### src/hw/rtl/oat_pkg.sv
// shared action and status codes for the ordered array table
package oat_pkg;

   // action codes of an input transaction
   localparam logic [2:0] ACT_CLEAR  = 3'd0;
   localparam logic [2:0] ACT_APPEND = 3'd1;
   localparam logic [2:0] ACT_INSERT = 3'd2;
   localparam logic [2:0] ACT_DELETE = 3'd3;
   localparam logic [2:0] ACT_SEARCH = 3'd4;
   localparam logic [2:0] ACT_DUMP   = 3'd5;

   // status codes of a result transaction
   localparam logic [2:0] STAT_OK       = 3'd0;
   localparam logic [2:0] STAT_FULL     = 3'd1;
   localparam logic [2:0] STAT_BADIDX   = 3'd2;
   localparam logic [2:0] STAT_NOTFOUND = 3'd3;
   localparam logic [2:0] STAT_EMPTY    = 3'd4;

   // field widths of the channels
   localparam int unsigned WORD_W = 32;
   localparam int unsigned POS_W  = 6;
   localparam int unsigned FILL_W = 7;

   typedef logic signed [WORD_W-1:0] word_type;

endpackage

### src/hw/rtl/oat_store.sv
// entry storage: one write port, one read port with registered data
module oat_store #(
   parameter int DEPTH = 64
) (
   input  logic                 clock,
   input  logic                 wr_en,
   input  logic [$clog2(DEPTH)-1:0] wr_addr,
   input  oat_pkg::word_type    wr_data,
   input  logic [$clog2(DEPTH)-1:0] rd_addr,
   output oat_pkg::word_type    rd_data
);
   import oat_pkg::*;

   word_type mem_ff [DEPTH];
   word_type rd_data_ff;

   // write port
   always_ff @(posedge clock) begin
      if (wr_en) begin
         mem_ff[wr_addr] <= wr_data;
      end
   end

   // read port, data registered: it shows in the cycle after the address
   always_ff @(posedge clock) begin
      rd_data_ff <= mem_ff[rd_addr];
   end

   assign rd_data = rd_data_ff;

endmodule

### src/hw/rtl/ordered_array_table.sv
// ordered array table: top level with the sequencer around the entry storage
//
// Usage: drive req_action, req_position and req_word and raise start while busy
// is low; the transaction is taken at that clock edge. Results come back on the
// rsp_ ports, each valid for exactly one cycle while rsp_valid is high; the
// receiver cannot stall them, so it must take every strobe.
// Clear, append, an error case, an insert at the end and a delete of the last
// entry finish in the accept cycle: the result shows in the next cycle and busy
// stays low, so one such transaction per cycle is sustained.
// An insert at index p with n entries reads from n - 1 down to p, writing each
// entry one place up (S_UP, S_UP_END), then writes the word at p (S_INS_PUT); a
// delete at p reads from p + 1 to n - 1, writing each one place down (S_DOWN,
// S_DOWN_END). A search reads from index 0 up and ends on the first match or
// after the last entry; a read-all returns one result per cycle. Each entry
// moved or inspected passes once through the single read port of the storage,
// one per cycle, and a shift writes through its single write port. Busy is
// high from the cycle after the accept up to the cycle before the last result.
// Reset empties the table (the count goes to zero) and drops any pending
// result; storage contents are not cleared and are never read before written.
module ordered_array_table #(
   parameter int DEPTH = 64
) (
   input  logic                        clock,
   input  logic                        reset,
   input  logic                        start,
   output logic                        busy,
   input  logic [2:0]                  req_action,
   input  logic [oat_pkg::POS_W-1:0]   req_position,
   input  oat_pkg::word_type           req_word,
   output logic                        rsp_valid,
   output logic [2:0]                  rsp_status,
   output logic [oat_pkg::POS_W-1:0]   rsp_found_at,
   output oat_pkg::word_type           rsp_entry,
   output logic [oat_pkg::FILL_W-1:0]  rsp_fill,
   output logic                        rsp_last
);
   import oat_pkg::*;

   localparam int AW = $clog2(DEPTH);
   localparam int CW = $clog2(DEPTH + 1);

   // sequencer states
   localparam logic [3:0] S_IDLE     = 4'd0;
   localparam logic [3:0] S_UP       = 4'd1;
   localparam logic [3:0] S_UP_END   = 4'd2;
   localparam logic [3:0] S_INS_PUT  = 4'd3;
   localparam logic [3:0] S_DOWN     = 4'd4;
   localparam logic [3:0] S_DOWN_END = 4'd5;
   localparam logic [3:0] S_SCAN     = 4'd6;
   localparam logic [3:0] S_SCAN_END = 4'd7;
   localparam logic [3:0] S_DUMP     = 4'd8;
   localparam logic [3:0] S_DUMP_END = 4'd9;

   logic [3:0]        state_ff, state_in;
   logic [CW-1:0]     count_ff, count_in;
   logic [AW-1:0]     ptr_ff, ptr_in;
   logic [AW-1:0]     pos_ff, pos_in;
   word_type          word_ff, word_in;
   logic              rd_ok_ff, rd_ok_in;
   logic [AW-1:0]     rd_idx_ff, rd_idx_in;

   logic              rsp_valid_ff, rsp_valid_in;
   logic [2:0]        rsp_status_ff, rsp_status_in;
   logic [AW-1:0]     rsp_idx_ff, rsp_idx_in;
   word_type          rsp_entry_ff, rsp_entry_in;
   logic [CW-1:0]     rsp_fill_ff, rsp_fill_in;
   logic              rsp_last_ff, rsp_last_in;

   logic              wr_en;
   logic [AW-1:0]     wr_addr;
   word_type          wr_data;
   logic [AW-1:0]     rd_addr;
   word_type          rd_data;

   logic              accept;
   logic              full;
   logic [AW-1:0]     last_idx;
   logic [FILL_W-1:0] count_ext;
   logic [FILL_W-1:0] pos_ext;
   logic              match;

   oat_store #(.DEPTH(DEPTH)) u_store (
      .clock   (clock),
      .wr_en   (wr_en),
      .wr_addr (wr_addr),
      .wr_data (wr_data),
      .rd_addr (rd_addr),
      .rd_data (rd_data)
   );

   assign busy      = (state_ff != S_IDLE);
   assign accept    = start && !busy;
   assign full      = (count_ff == CW'(DEPTH));
   assign last_idx  = AW'(count_ff - CW'(1));
   assign count_ext = FILL_W'(count_ff);
   assign pos_ext   = FILL_W'(req_position);
   assign match     = (rd_data == word_ff);
   assign rd_addr   = ptr_ff;

   // sequencer and shared read/compare path
   always_comb begin
      state_in      = state_ff;
      count_in      = count_ff;
      ptr_in        = ptr_ff;
      pos_in        = pos_ff;
      word_in       = word_ff;
      rd_ok_in      = 1'b0;
      rd_idx_in     = ptr_ff;
      rsp_valid_in  = 1'b0;
      rsp_status_in = STAT_OK;
      rsp_idx_in    = '0;
      rsp_entry_in  = '0;
      rsp_last_in   = 1'b1;
      wr_en         = 1'b0;
      wr_addr       = '0;
      wr_data       = '0;

      unique case (state_ff)
         S_IDLE: begin
            if (accept) begin
               word_in = req_word;
               pos_in  = AW'(req_position);
               unique case (req_action) inside
                  ACT_CLEAR: begin
                     count_in     = '0;
                     rsp_valid_in = 1'b1;
                  end
                  ACT_APPEND, ACT_INSERT: begin
                     rsp_valid_in = 1'b1;
                     if (full) begin
                        rsp_status_in = STAT_FULL;
                     end else if (req_action == ACT_INSERT && pos_ext > count_ext) begin
                        rsp_status_in = STAT_BADIDX;
                     end else if (req_action == ACT_APPEND || pos_ext == count_ext) begin
                        // add at the end directly
                        wr_en    = 1'b1;
                        wr_addr  = AW'(count_ff);
                        wr_data  = req_word;
                        count_in = count_ff + CW'(1);
                     end else begin
                        rsp_valid_in = 1'b0;
                        ptr_in       = last_idx;
                        state_in     = S_UP;
                     end
                  end
                  ACT_DELETE: begin
                     rsp_valid_in = 1'b1;
                     if (count_ff == '0) begin
                        rsp_status_in = STAT_EMPTY;
                     end else if (pos_ext >= count_ext) begin
                        rsp_status_in = STAT_BADIDX;
                     end else if (AW'(req_position) == last_idx) begin
                        count_in = count_ff - CW'(1);
                     end else begin
                        rsp_valid_in = 1'b0;
                        ptr_in       = AW'(req_position) + AW'(1);
                        state_in     = S_DOWN;
                     end
                  end
                  ACT_SEARCH, ACT_DUMP: begin
                     if (count_ff == '0) begin
                        rsp_valid_in  = 1'b1;
                        rsp_status_in = STAT_EMPTY;
                     end else begin
                        ptr_in   = '0;
                        state_in = (req_action == ACT_SEARCH) ? S_SCAN : S_DUMP;
                     end
                  end
                  default: begin
                  end
               endcase
            end
         end
         S_UP: begin
            // read ptr, write the previous read one place up
            rd_ok_in = 1'b1;
            if (rd_ok_ff) begin
               wr_en   = 1'b1;
               wr_addr = rd_idx_ff + AW'(1);
               wr_data = rd_data;
            end
            if (ptr_ff == pos_ff) begin
               state_in = S_UP_END;
            end else begin
               ptr_in = ptr_ff - AW'(1);
            end
         end
         S_UP_END: begin
            wr_en    = 1'b1;
            wr_addr  = rd_idx_ff + AW'(1);
            wr_data  = rd_data;
            state_in = S_INS_PUT;
         end
         S_INS_PUT: begin
            wr_en        = 1'b1;
            wr_addr      = pos_ff;
            wr_data      = word_ff;
            count_in     = count_ff + CW'(1);
            rsp_valid_in = 1'b1;
            state_in     = S_IDLE;
         end
         S_DOWN: begin
            // read ptr, write the previous read one place down
            rd_ok_in = 1'b1;
            if (rd_ok_ff) begin
               wr_en   = 1'b1;
               wr_addr = rd_idx_ff - AW'(1);
               wr_data = rd_data;
            end
            if (ptr_ff == last_idx) begin
               state_in = S_DOWN_END;
            end else begin
               ptr_in = ptr_ff + AW'(1);
            end
         end
         S_DOWN_END: begin
            wr_en        = 1'b1;
            wr_addr      = rd_idx_ff - AW'(1);
            wr_data      = rd_data;
            count_in     = count_ff - CW'(1);
            rsp_valid_in = 1'b1;
            state_in     = S_IDLE;
         end
         S_SCAN: begin
            if (rd_ok_ff && match) begin
               rsp_valid_in = 1'b1;
               rsp_idx_in   = rd_idx_ff;
               state_in     = S_IDLE;
            end else begin
               rd_ok_in = 1'b1;
               if (ptr_ff == last_idx) begin
                  state_in = S_SCAN_END;
               end else begin
                  ptr_in = ptr_ff + AW'(1);
               end
            end
         end
         S_SCAN_END: begin
            rsp_valid_in = 1'b1;
            if (match) begin
               rsp_idx_in = rd_idx_ff;
            end else begin
               rsp_status_in = STAT_NOTFOUND;
            end
            state_in = S_IDLE;
         end
         S_DUMP: begin
            rd_ok_in     = 1'b1;
            rsp_valid_in = rd_ok_ff;
            rsp_idx_in   = rd_idx_ff;
            rsp_entry_in = rd_data;
            rsp_last_in  = 1'b0;
            if (ptr_ff == last_idx) begin
               state_in = S_DUMP_END;
            end else begin
               ptr_in = ptr_ff + AW'(1);
            end
         end
         S_DUMP_END: begin
            rsp_valid_in = 1'b1;
            rsp_idx_in   = rd_idx_ff;
            rsp_entry_in = rd_data;
            state_in     = S_IDLE;
         end
         default: begin
            state_in = S_IDLE;
         end
      endcase

      rsp_fill_in = count_in;
   end

   // control registers
   always_ff @(posedge clock) begin
      if (reset) begin
         state_ff     <= S_IDLE;
         count_ff     <= '0;
         rd_ok_ff     <= 1'b0;
         rsp_valid_ff <= 1'b0;
      end else begin
         state_ff     <= state_in;
         count_ff     <= count_in;
         rd_ok_ff     <= rd_ok_in;
         rsp_valid_ff <= rsp_valid_in;
      end
   end

   // datapath and result registers
   always_ff @(posedge clock) begin
      ptr_ff        <= ptr_in;
      pos_ff        <= pos_in;
      word_ff       <= word_in;
      rd_idx_ff     <= rd_idx_in;
      rsp_status_ff <= rsp_status_in;
      rsp_idx_ff    <= rsp_idx_in;
      rsp_entry_ff  <= rsp_entry_in;
      rsp_fill_ff   <= rsp_fill_in;
      rsp_last_ff   <= rsp_last_in;
   end

   assign rsp_valid    = rsp_valid_ff;
   assign rsp_status   = rsp_status_ff;
   assign rsp_found_at = POS_W'(rsp_idx_ff);
   assign rsp_entry    = rsp_entry_ff;
   assign rsp_fill     = FILL_W'(rsp_fill_ff);
   assign rsp_last     = rsp_last_ff;

endmodule

### config.mk
export PLATFORM = sky130hd
export DESIGN_NAME = ordered_array_table
export DESIGN_NICKNAME = d
export VERILOG_FILES = /design/src/hw/rtl/oat_pkg.sv /design/src/hw/rtl/oat_store.sv /design/src/hw/rtl/ordered_array_table.sv
export SDC_FILE = /design/constraint.sdc
export NUM_CORES = 2
export LEC_CHECK = 0
export BUFFER_PORTS_ARGS = -buffer_cell sky130_fd_sc_hd__buf_2
export CORE_UTILIZATION = 45
export CTS_BUF_LIST = sky130_fd_sc_hd__clkbuf_8
export CTS_CLUSTER_SIZE = 16
export DETAILED_ROUTE_END_ITERATION = 10
export GPL_TIMING_DRIVEN = 0
export PLACE_DENSITY = 0.68
export SYNTH_ARGS = -nofsm -noshare
export SYNTH_HDL_FRONTEND = slang
export SYNTH_SLANG_ARGS = --single-unit
### constraint.sdc
create_clock -name clock -period 10 [get_ports clock]
set_input_delay 0.5 -clock clock [delete_from_list [all_inputs] [get_ports clock]]
set_output_delay 0.5 -clock clock [all_outputs]
set_load 0.02 [all_outputs]
==> run_results.csv <==
group,metric,value,unit
run_status,outcome,"finished clean",
power_and_ir_drop,p_leak,32.1,nW
sta,worst_pin_slew,1.45,ns
sta,fin_ws,4.06,ns
placement,dp_cells,6383,
logic_synthesis,synth.most_common_cell,"edfxtp_1",
power_and_ir_drop,p_switching,9.19,mW
placement,port_buffers,93,
worst_hold_path,hold_depth,2,
logic_synthesis,synth.area.top_cells,"edfxtp_1 (74%), mux4_2 (18%), dfxtp_1 (2.4%)",
drt,vias,42800,
critical_path,rr_worst_depth,13,
critical_path,worstSetupStartpointType,"flop",
drt,post_drt_wl_per_cell,32.5,µm
drt,top_layer,"met5",
drt,met2WireLength,107000,µm
sta,hold_viol,0,
critical_path,cp.arrival,6.64,ns
sta,skew,0.113,ns
placement,dp_slack,4.21,ns
logic_synthesis,ys_top_cells_by_count,"edfxtp_1 (2,092), mux4_2 (672), clkbuf_1 (104)",
drt,drc,0,
global_route,gr-total-overflow,0,
sta,drv_slew,0,
cells_and_area,fin_nets,4347,
placement,placed_cell_area,0.0911,mm²
critical_path,worstPathRequired,10.70,ns
sta,finalCritPeriodShare,59.4,%
sta,fin_setup_tns,0,ns
die,rows,159,
die,die-area,0.190,mm²
global_route,grt_start_max_net_pins,53,
placement,globalplace.congestion,0.931,
power_and_ir_drop,power_frac_seq,40.9,%
die,coreArea,0.188,mm²
sta,setup_viol,0,
drt,wl_met3,26600,µm
logic_synthesis,synth_edf_count,2092,
logic_synthesis,ys_seq_elements,2192,
logic_synthesis,synth-warning-count,0,
sta,rsz0062_at_grt,"no",
worst_hold_path,hold_path.class,"input port to flop",
global_route,grt_pass1_vias,43000,
logic_synthesis,synth_top_cell_by_area,"edfxtp_1",
cts,clk_latency,1.09,ns
cts,cts_root_buf,"clkbuf_8",
critical_path,cp-end-kind,"flop",
cts,tritoncts,"built",
worst_hold_path,worstHoldStart,"req_word[8]",
sta,slew_headroom,3.04,%
cts,clk_pin_slew_worst_paths,0.07,ns
critical_path,worstSetupPathType,"flop to flop",
global_route,antenna_found_initial,27,
logic_synthesis,syn_area,0.0849,mm²
global_route,gr-usage-all-layers,24.0,%
cts,clock_path_buffers,4,
logic_synthesis,synth_cell_types,82,
logic_synthesis,async_flop_share,0,%
die,die_y,436,µm
critical_path,startpoint,"count_ext[4]",
logic_synthesis,synth.net_count,3751,
logic_synthesis,yosysSeqAreaShare,76.3,%
die,dieWidth,436,µm
global_route,grt_pass1_wl,320000,µm
power_and_ir_drop,power.total,27.3,mW
cts,cts_max_level,5,
cells_and_area,stdcell_count,7046,
power_and_ir_drop,powerDensity,279,mW/mm²
power_and_ir_drop,combPwrFrac,33.2,%
drt,viasPerCell,6.07,
die,start_util,45.3,%
sta,period_minus_slack,5.94,ns
critical_path,critPathMaxFanout,21,
die,io_pins,95,
logic_synthesis,synthFlopType,"edfxtp_1",
logic_synthesis,avgSynthCellArea,23.0,µm²
power_and_ir_drop,clkPwrFrac,25.9,%
logic_synthesis,synth_top_area_share,74.0,%
drt,ant_nets,0,
cells_and_area,drive_gt1_share,32.3,%
job,cap_violations,0,
cts,cts_buffers,354,
cts,numClockSinks,2192,
power_and_ir_drop,swShare,33.6,%
power_and_ir_drop,p_int,18.2,mW
placement,hpwl,158000,µm
drt,firstDrtPassIters,8,
drt,drt-met1-wl,83800,µm
drt,drt-total-wl,229000,µm
power_and_ir_drop,ir_drop,0.166,mV
sta,fmax,168,MHz
cells_and_area,final_area,0.0979,mm²
logic_synthesis,postSynthCellCount,3690,
critical_path,r2r_start,"count_ext[4]",
drt,drt_first_iter_violations,6000,
cells_and_area,syn2layout_area_growth,15.3,%
[routing by layer]
| layer | GRT usage, % | vias to the layer above |
|---|---|---|
| li1 | - | 17100 |
| met1 | 31.2 | 22600 |
| met2 | 37.1 | 2649 |
| met3 | 7.27 | 453 |
| met4 | 11.7 | 6 |
| met5 | 0 | - |
[area by class of cell]
type	count	area, µm²
clock buffer	371	5110
antenna	19	47.5
multi-input combinational	1242	19500
tap	2495	3120
timing repair buffer	240	3040
fill	14200	89700
clock inverter	231	1190
sequential	2192	64800
inverter	61	229
buffer	195	825
[kinds of logic after synthesis]
group	share of synthesized area (%)
muxes	17.9
and+or+nand+nor	1.93
AOI/OAI and AO/OA	1.53
buffers and inverters	1.23
xor gates and xnor gates	0.782
adders and majority gates	0.271
DFF	76.3
[power groups by stage]
stage | Clock [mW] | Sequential (mW) | Combinational [mW]
finish | 7.07 | 11.2 | 9.08
global route | 7.56 | 11.2 | 9.34
CTS | 7.17 | 11.2 | 9.01
detailed placement | 0 | 11.4 | 8.98
global placement | 0 | 11.4 | 8.61
floorplan | 0 | 11.3 | 5.22
[registers in the layout (all words and copies together) (netlist names)]
register         cells
rsp_entry           32
ptr_ff               6
u_store.rd_data     32
count_ext            7
rsp_found_at         6
state_ff             4
u_store.mem_ff    2048
rd_idx_ff            6
rsp_fill             7
word_ff             32
rsp_status           3
rsp_last             1
pos_ff               6
rd_ok_ff             1
rsp_valid            1
[cells in the final DEF (no fill, tap or decap), drive strengths merged, types with 22 or more instances in the layout]
cell and n:
clkbuf 476, and3 41, nor2 100, a21oi 41, dfxtp 100, inv 184, xor2 47, o21ai 28
clkinv 92, mux4 672, nand3 25, buf 288, edfxtp 2092, nand2 43, nor3 22, a222oi 32
dlygate4sd3 42
[path summary, 6_finish.rpt]
check | end | slack [ns]
min | word_ff[8] | 0.22
max reg2reg | u_store.mem_ff[49][21] | 4.06
max | u_store.mem_ff[49][21] | 4.06
min reg2reg | rd_idx_ff[5] | 0.40
[critical path, cell delays in order (launching register included)]
cell      delay, ns
dfxtp_1        0.42
buf_1          0.55
inv_1          0.27
ha_1           0.42
nand4b_4       0.14
o22a_1         0.32
inv_1          0.10
clkbuf_1       0.45
a32oi_1        0.30
o221a_2        0.24
nor2_1         0.50
nand2_1        0.65
nor2_4         1.00
buf_16         0.23
[per-stage QoR]
step | hold WS (ns) | utilization, %
2_1_floorplan | 0.346 | -
3_3_place_gp | 0.391 | 47.2
3_5_place_dp | 0.381 | 48.6
4_1_cts | 0.109 | 52.2
5_1_grt | 0.180 | 52.2
6_report | 0.216 | 52.2
[timing repair]
action / CTS / global route
gates resized for setup: 0 / 0
setup buffers: 0 / 0
hold buffers: 42 / 0
hold endpoints to repair: 66 / 0
(Power assumes the default switching activity.)
